$ cat src/rtl/utf8_dec_pkg.sv
package utf8_dec_pkg;

  localparam int unsigned CpWidth = 21;

  // Code point sent when a buffer ends inside a sequence ('?').
  localparam logic [CpWidth-1:0] ReplacementCp = 21'h00003F;

  // Input word: one byte of the buffer and its end marker.
  typedef struct packed {
    logic [7:0] byte_in;
    logic       buffer_end;
  } in_word_t;

  // Output word: one decoded code point.
  typedef struct packed {
    logic [CpWidth-1:0] code_point;
    logic               replaced;
  } out_word_t;

  // Decoder state carried from one byte to the next.
  typedef struct packed {
    logic [1:0]         bytes_pending;
    logic [CpWidth-1:0] partial_value;
  } dec_state_t;

  // Kind of sequence that a lead byte opens.
  typedef enum logic [1:0] {
    LEAD_ONE,
    LEAD_TWO,
    LEAD_THREE,
    LEAD_FOUR
  } lead_kind_t;

endpackage

$ cat src/rtl/utf8_dec_step.sv
module utf8_dec_step
  import utf8_dec_pkg::*;
(
  input  dec_state_t state,
  input  in_word_t   word,
  output dec_state_t state_next,
  output logic       emit,
  output out_word_t  result
);

  lead_kind_t lead;

  // Classify the byte as a lead byte. Anything not recognized opens four bytes.
  always_comb begin
    unique case (word.byte_in) inside
      [8'h00:8'h7F]: lead = LEAD_ONE;
      [8'hC0:8'hDF]: lead = LEAD_TWO;
      [8'hE0:8'hEF]: lead = LEAD_THREE;
      default:       lead = LEAD_FOUR;
    endcase
  end

  // One byte step: emit ASCII, start a sequence, or shift in six payload bits.
  always_comb begin
    logic [CpWidth-1:0] shifted;
    logic [1:0]         remain;

    shifted    = {state.partial_value[CpWidth-7:0], word.byte_in[5:0]};
    remain     = state.bytes_pending - 2'd1;
    state_next = '0;
    emit       = 1'b0;
    result     = '{code_point: ReplacementCp, replaced: 1'b1};

    if (state.bytes_pending == 2'd0) begin
      if (lead == LEAD_ONE) begin
        emit   = 1'b1;
        result = '{code_point: {{(CpWidth-8){1'b0}}, word.byte_in}, replaced: 1'b0};
      end else if (word.buffer_end) begin
        emit = 1'b1;
      end else begin
        unique case (lead)
          LEAD_TWO: begin
            state_next.bytes_pending = 2'd1;
            state_next.partial_value = {{(CpWidth-5){1'b0}}, word.byte_in[4:0]};
          end
          LEAD_THREE: begin
            state_next.bytes_pending = 2'd2;
            state_next.partial_value = {{(CpWidth-4){1'b0}}, word.byte_in[3:0]};
          end
          default: begin
            state_next.bytes_pending = 2'd3;
            state_next.partial_value = {{(CpWidth-3){1'b0}}, word.byte_in[2:0]};
          end
        endcase
      end
    end else if (remain == 2'd0) begin
      // Last continuation byte completes the code point.
      emit   = 1'b1;
      result = '{code_point: shifted, replaced: 1'b0};
    end else if (word.buffer_end) begin
      // Buffer ended inside the sequence.
      emit = 1'b1;
    end else begin
      state_next.bytes_pending = remain;
      state_next.partial_value = shifted;
    end
  end

endmodule

$ cat src/rtl/utf8_stream_decoder_core.sv
// A result word is registered on rsp, or in the skid entry while rsp stalls.
// Throughput: one byte per cycle while skid is empty; the decode step is
// a single pass of logic between the state register and the output register.
// Two-entry output (register, skid): bytes flow while rsp stalls until skid fills.
// Reset (synchronous, active high) clears the decoder state and empties the output.
module utf8_stream_decoder_core
  import utf8_dec_pkg::*;
(
  input  logic      clk,
  input  logic      rst,
  input  logic      req_valid,
  output logic      req_ready,
  input  in_word_t  req_word,
  output logic      rsp_valid,
  input  logic      rsp_ready,
  output out_word_t rsp_word
);

  dec_state_t state;
  dec_state_t state_next;
  logic       emit;
  out_word_t  result;
  logic       skid_valid;
  out_word_t  skid_word;
  logic       req_fire;
  logic       rsp_fire;
  logic       new_word;

  utf8_dec_step u_step (
    .state      (state),
    .word       (req_word),
    .state_next (state_next),
    .emit       (emit),
    .result     (result)
  );

  assign req_ready = !skid_valid;
  assign req_fire  = req_valid && req_ready;
  assign rsp_fire  = rsp_valid && rsp_ready;
  assign new_word  = req_fire && emit;

  // Decoder state advances on every accepted byte.
  always_ff @(posedge clk) begin
    if (rst) begin
      state <= '0;
    end else if (req_fire) begin
      state <= state_next;
    end
  end

  // Output register and skid stage.
  always_ff @(posedge clk) begin
    if (rst) begin
      rsp_valid  <= 1'b0;
      skid_valid <= 1'b0;
    end else begin
      if (skid_valid) begin
        if (rsp_fire) begin
          rsp_valid  <= 1'b1;
          skid_valid <= 1'b0;
        end
      end else if (rsp_valid && !rsp_ready) begin
        if (new_word) begin
          skid_valid <= 1'b1;
        end
      end else begin
        rsp_valid <= new_word;
      end
    end
  end

  // Payload moves without reset.
  always_ff @(posedge clk) begin
    if (skid_valid) begin
      if (rsp_fire) begin
        rsp_word <= skid_word;
      end
    end else if (rsp_valid && !rsp_ready) begin
      if (new_word) begin
        skid_word <= result;
      end
    end else if (new_word) begin
      rsp_word <= result;
    end
  end

endmodule

$ cat config.mk
export PLATFORM = sky130hd
export DESIGN_NAME = utf8_stream_decoder_core
export DESIGN_NICKNAME = d
export VERILOG_FILES = /design/src/rtl/utf8_dec_pkg.sv /design/src/rtl/utf8_dec_step.sv /design/src/rtl/utf8_stream_decoder_core.sv
export SDC_FILE = /design/constraint.sdc
export NUM_CORES = 1
export LEC_CHECK = 0
export BUFFER_PORTS_ARGS = -buffer_cell sky130_fd_sc_hd__buf_2
export CORE_UTILIZATION = 30
export CTS_CLUSTER_SIZE = 28
export DETAILED_ROUTE_END_ITERATION = 16
export PLACE_DENSITY_LB_ADDON = 0.1
export SLEW_MARGIN = 10
export SYNTH_ARGS = -nofsm -noshare
export SYNTH_HDL_FRONTEND = slang
export SYNTH_SLANG_ARGS = --single-unit
$ cat constraint.sdc
create_clock -name clk -period 7.9 [get_ports clk]
set_input_delay 1.185 -clock clk [delete_from_list [all_inputs] [get_ports clk]]
set_output_delay 1.185 -clock clk [all_outputs]
set_load 0.02 [all_outputs]
==> results.md, run 1 <==
- Status: complete, no violations
- Slowest stage delay, CP: approximately 300 ps
- Top cells by area, synth: edfxtp_1 50%, dfxtp_1 14%, mux2_2 7.2%, and2_1 3.3%, a22oi_1 3.1%
- Switching share of power: 0.255
- Gr usage total: 0.123
- Antenna violations before repair: 0
- Post-CTS sizing: 0
- Largest net degree at the start of global routing: 23
- Startpoint class of the critical path: input pin
- I/O pins: 37
- Row cnt: 33
- Die X: between 90 and 100 um
- Pre-antenna DRT Iters: 4
- # Post-CTS Setup Buffers: 0
- Clock Latency Late Sink: around 330 ps
- Root Driver: clkbuf_8
- NumNets Final: around 260
- Vias: roughly 1600
- R2R depth: 7
- Yosys warns: 0
- FF+latch count, synth: 63
- Clock Skews: ~6.7 ps
- Endpoints failing hold: 0
- Mapped cell area: 2650 um^2
- RSZ-0062 raised after global routing: false
- Routed WL: between 4000 and 5000 um
- Leakage power: approximately 1.2 nW
- Fin crit share: 0.358
- HPWL Detailed: roughly 3400 um
- Max-cap violations: 0
- Synth top area share: 0.498
- Critical Path, Cell by Cell: buf_2 -> nand4b_1 -> ha_1 -> o21bai_1 -> o221ai_1 -> a21oi_1 -> nor2_2 -> buf_4
- Sw power: approximately 0.18 mW
- Int Power: 0.517 mW
- CP Capture Type: flop
- Post-route ant nets: 0
- Leading cell type in the layout, fill and taps excluded: edfxtp_1
- Routed vias/inst: around 4.6
- Area after DPL: between 2000 and 3000 um^2
- Clk pwr share: 0.328
- Post-route setup TNS: 0 ps
- Post-synthesis sequential area ratio: 0.641
- Hold Crit Depth: 1
- Core area: approximately 8400 um^2
- Clock Tree Buf Depth: 2
- Setup Viol. Count Final: 0
- Ant. Diodes: 0
- Commonest cells after routing, fill and taps aside: 44 x edfxtp_1, 36 x buf_2, 19 x dfxtp_1, 17 x mux2_2, 16 x nor2_1
- Hold_buf cts: 0
- Filler instances: 841
- Yosys cell types: 35
- Slowest CP cell: buf_4
- Slew headroom: 0.544
- Design Area, Final: 3120 um^2
- Net Count, Synth: approximately 210
- Final setup margin: roughly 5100 ps
- Kind of critical path: input pin to flop
- First-pass GRT wire length: just over 8000 um
- Dpl ws: ~4700 ps
- RePlAce Congestion: ~0.77
- Max Slew Vio Count: 0
- Arrival time worst endpoint: between 2000 and 3000 ps
- Seq pwr share: 0.547
- Initial Util: 0.317
- CTS tree: done
- Mean Syn Cell Area: about 14 um^2
- WL per Instance: 14.1 um
- Fmax: between 300 and 400 MHz
- Die area: 9230 um^2
- CTS Sinks: 63
- DR iter-0 viols: between 70 and 80
- Max H-tree Level: 3
- DRC: 0
- Comb power frac: 0.125
- Area grow syn2layout: 17.4%
- Number of global-route vias before repair: between 1500 and 2000
- Crit path time final: roughly 2800 ps
- Clock slew at reported path FFs: about 60 ps
- Worst ir drop on vdd: about 81 uV
- Share of cells above drive strength 1: 0.337
- Crit Path Max Fanout: 22
- Synthesized instance count: roughly 200
- GRT Residual Overflow: 0
- WP data required: about 8000 ps
- Pwr Density: around 220 nW/um^2
- Leading area contributor after synthesis: edfxtp_1
- HP Class: flop to flop
- Buffers on Ports: 36
- Worst Tran Pin Value: about 700 ps
- TritonCTS buffer count: 9
- Die height: between 90 and 100 um
-- per-stage QoR --
step | util | std cells | total power, mW | hold slack, ps
after floorplan | - | 195 | 0.447 | 456
after global placement | 0.353 | 332 | 0.475 | 484
after detailed placement | 0.353 | 332 | 0.475 | 484
after CTS | 0.372 | 348 | 0.704 | 499
after global routing | 0.372 | 348 | 0.729 | 511
final | 0.372 | 348 | 0.694 | 493
-- cells in the mapped netlist (all sizes together) --
cell     number
edfxtp       44
inv          10
mux2         20
nor4b         1
and2         15
or2           7
nor3          2
o31ai         3
o221ai        1
nand2b        1
mux2i         1
a32o          2
nor2         17
a21boi        1
clkbuf        4
a22oi        11
a22o          4
a2111oi       1
a21oi         5
ha            5
buf           5
a211o         1
nand4b        1
or4           1
o21ai         5
dfxtp        19
nand2         4
o21bai        1
nor2b         2
o22a          1
-- critical path: cells and delay by family --
kind | cells | cell delay (ps)
AO/OA/AOI/OAI | 3 | 630
adder cells (fa/ha/maj) | 1 | 250
buffers and inverters | 2 | 430
AND/OR/NAND/NOR | 2 | 320
-- state kept, by name (all words and copies together) (netlist names) --
| register | count |
|---|---|
| rsp_word | 22 |
| state | 17 |
| skid_valid | 1 |
| rsp_valid | 1 |
| skid_word | 22 |
-- cells by family (layout without fill, tap and decap cells) --
kind of cell,Yosys count,after routing,share of synthesized area
buffers and inverters,19,67,0.0339
adders and majority gates,5,5,0.0236
AOI/OAI and AO/OA,36,36,0.103
muxes,21,21,0.0929
DFF,63,63,0.641
and+or+nand+nor,51,51,0.106
-- power by group through the flow --
stage,Clock (mW),Sequential [mW],Combinational (mW)
detailed placement,0,0.387,0.0883
global route,0.252,0.380,0.0965
finish,0.228,0.379,0.0869
CTS,0.236,0.379,0.0886
global placement,0,0.386,0.0886
floorplan,0,0.403,0.0444
-- cell type report --
class | count | area [um^2] | share of cell area
clock buffers | 11 | 131 | 0.0422
clock inverters | 5 | 25.0 | 0.00803
inverters | 10 | 37.5 | 0.0120
multi-input cells | 113 | 871 | 0.280
flip-flops and latches | 63 | 1700 | 0.546
well taps | 105 | 131 | 0.0422
repair buffers | 41 | 218 | 0.0699
-- metal layers --
layer | part of all wire | GRT usage | wire (um) | vias up
met1 | 0.50 | 0.175 | 2470 | 744
met5 | 0 | 0 | 0 | -
met4 | 0.033 | 0.0734 | 161 | 0
li1 | - | - | - | 802
met2 | 0.43 | 0.170 | 2110 | 29
met3 | 0.034 | 0.0237 | 165 | 12
-- worst paths after layout --
| path | start | end | slack (ps) |
|---|---|---|---|
| setup / recovery | req_word[5] | rsp_word[10]$_DFFE_PP_ | 5070 |
| hold / removal | state[3]$_SDFFE_PP0P_ | state[3]$_SDFFE_PP0P_ | 490 |
| setup reg to reg | state[21]$_SDFFE_PP0P_ | rsp_word[10]$_DFFE_PP_ | 5790 |
| hold reg to reg | state[3]$_SDFFE_PP0P_ | state[3]$_SDFFE_PP0P_ | 490 |
No activity file was read; power rests on OpenSTA's default activity.
==> run 2, diff against run 1 <==
- clock period: 7.9 -> 2.9 ns (I/O delays scaled with it)
==> results.md, run 2 (same netlist as run 1, synthesis figures left out) <==
- Fin crit share: 0.736
- Fin Hold WS: roughly 320 ps
- CTS Sinks: between 60 and 70
- Crit Path Max Fanout: 22
- Number of global-route vias before repair: roughly 1500
- Die X: between 90 and 100 um
- Comb power frac: 0.118
- Leading cell type in the layout, fill and taps excluded: edfxtp_1
- Setup Viol. Count Final: 0
- Gr usage total: 0.119
- Pwr Density: ~640 nW/um^2
- Max-cap violations: 0
- HP Class: input pin to flop
- Seq pwr share: 0.514
- Fin cells: around 350
- Post-route setup TNS: 0 ps
- Fmax: between 400 and 500 MHz
- Max Slew Vio Count: 0
- Buffers on Ports: 36
- RSZ-0062 raised after global routing: false
- Root Driver: clkbuf_8
- Antenna violations before repair: 0
- Leakage power: between 1 and 1.5 nW
- Int Power: between 1.5 and 2 mW
- Commonest cells after routing, fill and taps aside: 44 x edfxtp_1, 36 x buf_2, 19 x dfxtp_1, 17 x mux2_2, 16 x nor2_1
- DR iter-0 viols: 64
- Die height: between 90 and 100 um
- Placed cells: ~330
- Startpoint class of the critical path: flop
- Clk pwr share: 0.368
- Largest net degree at the start of global routing: 23
- Final setup margin: approximately 770 ps
- Switching share of power: 0.244
- Hold_buf cts: 0
- I/O pins: 37
- Arrival time worst endpoint: between 2000 and 2500 ps
- Slew headroom: 0.553
- Sw power: about 0.49 mW
- Vias: around 1600
- Kind of critical path: flop to flop
- Worst Tran Pin Value: 669 ps
- CP Capture Type: flop
- Routed vias/inst: around 4.5
- Core area: between 8000 and 9000 um^2
- WL per Instance: around 14 um
- Clock Tree Buf Depth: 2
- HPWL Detailed: roughly 3400 um
- Max H-tree Level: 3
- NumNets Final: 255
- # Post-CTS Setup Buffers: 0
- GRT Residual Overflow: 0
- Clock Skews: roughly 5.8 ps
- Dpl ws: between 400 and 500 ps
- DRC: 0
- Routed WL: 4950 um
- Die area: ~9200 um^2
- Clock Latency Late Sink: approximately 340 ps
- WP data required: 2910 ps
- Pre-antenna DRT Iters: 4
- Status: complete, no violations
- Endpoints failing hold: 0
- Post-CTS sizing: 0
- Share of cells above drive strength 1: 0.339
- Area grow syn2layout: 18.7%
- RePlAce Congestion: around 0.85
- Crit path time final: around 2100 ps
- Largest registers: rsp_word: 22 flops, skid_word: 22 flops, state: 17 flops
- Clock slew at reported path FFs: approximately 70 ps
- TritonCTS buffer count: 9
- CTS tree: done
- Total power: roughly 2.0 mW
- Worst ir drop on vdd: 207 uV
- Post-route ant nets: 0
- Ant. Diodes: 0
- Row cnt: 33
- First-pass GRT wire length: between 7000 and 8000 um
- Initial Util: 0.317
run 2: area by class of cell:
class / count / area, um^2
Clock inverter: 5 / 47.5
Tap cell: 105 / 131
Clock buffer: 11 / 141
Multi-Input combinational cell: 113 / 880
Sequential cell: 63 / 1700
Fill cell: 836 / 5230
Timing Repair Buffer: 40 / 210
Inverter: 10 / 37.5
run 2: per-stage QoR:
stage | instance area, um^2 | util
after CTS | 3150 | 0.376
after detailed placement | 2960 | 0.353
final | 3150 | 0.376
after floorplan | 2670 | -
after global routing | 3150 | 0.376
after global placement | 2960 | 0.353
run 2: worst paths after layout:
path,from,end,slack [ps],cells after the start
setup / recovery,state[21]$_SDFFE_PP0P_,skid_word[5]$_DFFE_PP_,770,6
hold reg to reg,state[12]$_SDFFE_PP0P_,state[12]$_SDFFE_PP0P_,500,2
hold / removal,req_word[1],state[0]$_SDFFE_PP0P_,320,2
setup reg to reg,state[21]$_SDFFE_PP0P_,skid_word[5]$_DFFE_PP_,770,6
run 2: worst max-delay path, stage by stage, from the launching register on:
cell and delay (ps):
dfxtp_1 380, inv_1 60, ha_1 300, and2_4 220, o221ai_1 260, nor4b_4 240
buf_4 340
run 2: power groups by stage:
stage	Clock (mW)	Sequential, mW	Combinational (mW)
detailed placement	0	1.05	0.242
floorplan	0	1.10	0.124
finish	0.739	1.03	0.238
global placement	0	1.05	0.243
global route	0.802	1.04	0.261
CTS	0.759	1.03	0.243
run 2: layer usage:
| metal | part of all wire | global-route usage |
|---|---|---|
| met1 | 0.51 | 0.157 |
| met2 | 0.44 | 0.170 |
| met3 | 0.038 | 0.0427 |
| met4 | 0.016 | 0.0634 |
| met5 | 0 | 0 |
==> run 3, diff against run 2 <==
- clock period: 2.9 -> 1.9 ns (I/O delays scaled with it)
==> results.md, run 3 (same netlist as run 1, synthesis figures left out) <==
- I/O pins: 37
- CTS tree: done
- Pre-antenna DRT Iters: 4
- Largest registers: rsp_word: 22 flops, skid_word: 22 flops, state: 17 flops
- CP Capture Type: flop
- Post-route setup TNS: 0 ps
- RePlAce Congestion: between 0.7 and 0.8
- Slew headroom: 0.619
- Crit Path Max Fanout: 10
- Routed vias/inst: ~4.6
- R2r endpoint: skid_word[6]$_DFFE_PP_
- Ant. Diodes: 0
- Worst Tran Pin Value: approximately 570 ps
- CTS Sinks: 63
- Gr usage total: 0.124
- Buffers on Ports: 36
- DRC: 0
- Kind of critical path: flop to flop
- Area grow syn2layout: 30.1%
- Worst ir drop on vdd: between 300 and 400 uV
- Fmax: 543 MHz
- Post-route ant nets: 0
- Arrival time worst endpoint: 1890 ps
- Core area: 8380 um^2
- R2r setup slk: about 60 ps
- Leakage power: 1.34 nW
- Fin crit share: 0.969
- R2R depth: 7
- NumNets Final: ~270
- Max Slew Vio Count: 0
- First-pass GRT wire length: just over 8000 um
- GRT Residual Overflow: 0
- Placed cells: 347
- Clock Skews: between 9 and 10 ps
- Vias: approximately 1700
- Clock Latency Late Sink: 340 ps
- Die height: around 96 um
- Endpoints failing hold: 0
- Leading cell type in the layout, fill and taps excluded: edfxtp_1
- Root Driver: clkbuf_8
- HPWL Detailed: around 3600 um
- Die X: just under 100 um
- Pwr Density: about 980 nW/um^2
- Antenna violations before repair: 0
- HP Class: input pin to flop
- Clock Tree Buf Depth: 2
- TritonCTS buffer count: 9
- Crit path time final: 1840 ps
- Largest net degree at the start of global routing: 23
- Setup crit end: skid_word[6]$_DFFE_PP_
- Max H-tree Level: 3
- WP data required: 1950 ps
- DR iter-0 viols: just under 90
- WL per Instance: between 10 and 15 um
- Met3 Routed Length: between 200 and 250 um
- Startpoint class of the critical path: flop
- Filler instances: about 840
- Met2 wire len: roughly 2300 um
- Multi-input gate area: 950 um^2
- Setup Viol. Count Final: 0
- Share of cells above drive strength 1: 0.438
- Top Metal Used: met4
- Status: complete, no violations
- Max-cap violations: 0
- Worst r2r src: state[21]$_SDFFE_PP0P_
- Commonest cells after routing, fill and taps aside: 44 x edfxtp_1, 36 x buf_2, 17 x mux2_2, 17 x buf_4, 17 x dfxtp_1
- Number of global-route vias before repair: roughly 1600
- Clock slew at reported path FFs: 60 ps
- Row cnt: 33
- Die area: 9230 um^2
- Fin cells: around 370
- Critical path launch point: state[21]$_SDFFE_PP0P_
- Routed WL: 5230 um
- FF/Latch Area: about 1700 um^2
- M1 WL: around 2600 um
- Initial Util: 0.317
run 3: changes by cell type in the layout (fill, tap and decap cells not counted), sizes merged:
cell,change
buf,+18
clkinv,-3
clkbuf,+1
clkinvlp,+1
bufinv,+1
run 3: cell type report:
class	instances	area share
multi-input combinational	113	0.275
inverter	10	0.0109
sequential	63	0.494
tap	105	0.0381
timing repair buffer	58	0.112
clock buffer	12	0.0478
clock inverter	4	0.0221
run 3: worst max-delay path, stage by stage (launching register included):
cell and delay [ps]:
dfxtp_4 370, inv_1 70, ha_4 180, and2_4 160, o221ai_4 220, nor4b_4 230
buf_4 180, buf_8 150
run 3: report_power, final:
| part | total (mW) | internal, mW | switching [mW] |
|---|---|---|---|
| logic | 0.442 | 0.189 | 0.253 |
| clock network | 1.36 | 0.848 | 0.509 |
| registers | 1.57 | 1.55 | 0.0219 |
| total | 3.37 | 2.59 | 0.784 |
run 3: per-stage QoR:
stage	cell area [um^2]	hold WS [ps]	setup slack (ps)	total power [mW]	utilization
2_1_floorplan	2700	354	-361	1.87	-
3_3_place_gp	3140	486	-72.5	2.03	0.374
3_5_place_dp	3140	486	-158	2.03	0.374
4_1_cts	3380	175	0.219	3.41	0.403
5_1_grt	3450	180	-4.20	3.52	0.412
6_report	3450	185	59.5	3.37	0.412
run 3: what timing repair did:
| action | 4_1_cts | 5_1_grt |
|---|---|---|
| hold buffers | 0 | 0 |
| setup endpoints to repair | 8 | 54 |
| gates cloned | 0 | 1 |
| setup buffers | 0 | 1 |
| pin swaps | 0 | 0 |
| resized for setup | 1 | 14 |
run 3: routing by layer:
metal / GRT usage / vias up
met4: 0.0597 / 0
met3: 0.0355 / 9
met5: 0 / -
met2: 0.171 / 32
li1: - / 838
met1: 0.177 / 793
run 3: worst min-delay path by stage:
stage,startpoint,end,slack [ps],depth (start not counted)
after floorplan,rst,state[22]$_SDFFE_PP0P_,350,1
after global placement,state[3]$_SDFFE_PP0P_,state[3]$_SDFFE_PP0P_,490,1
after global routing,req_word[3],state[2]$_SDFFE_PP0P_,180,2
after CTS,req_word[2],state[1]$_SDFFE_PP0P_,180,2
after detailed placement,state[3]$_SDFFE_PP0P_,state[3]$_SDFFE_PP0P_,490,1
final,req_word[3],state[2]$_SDFFE_PP0P_,190,2
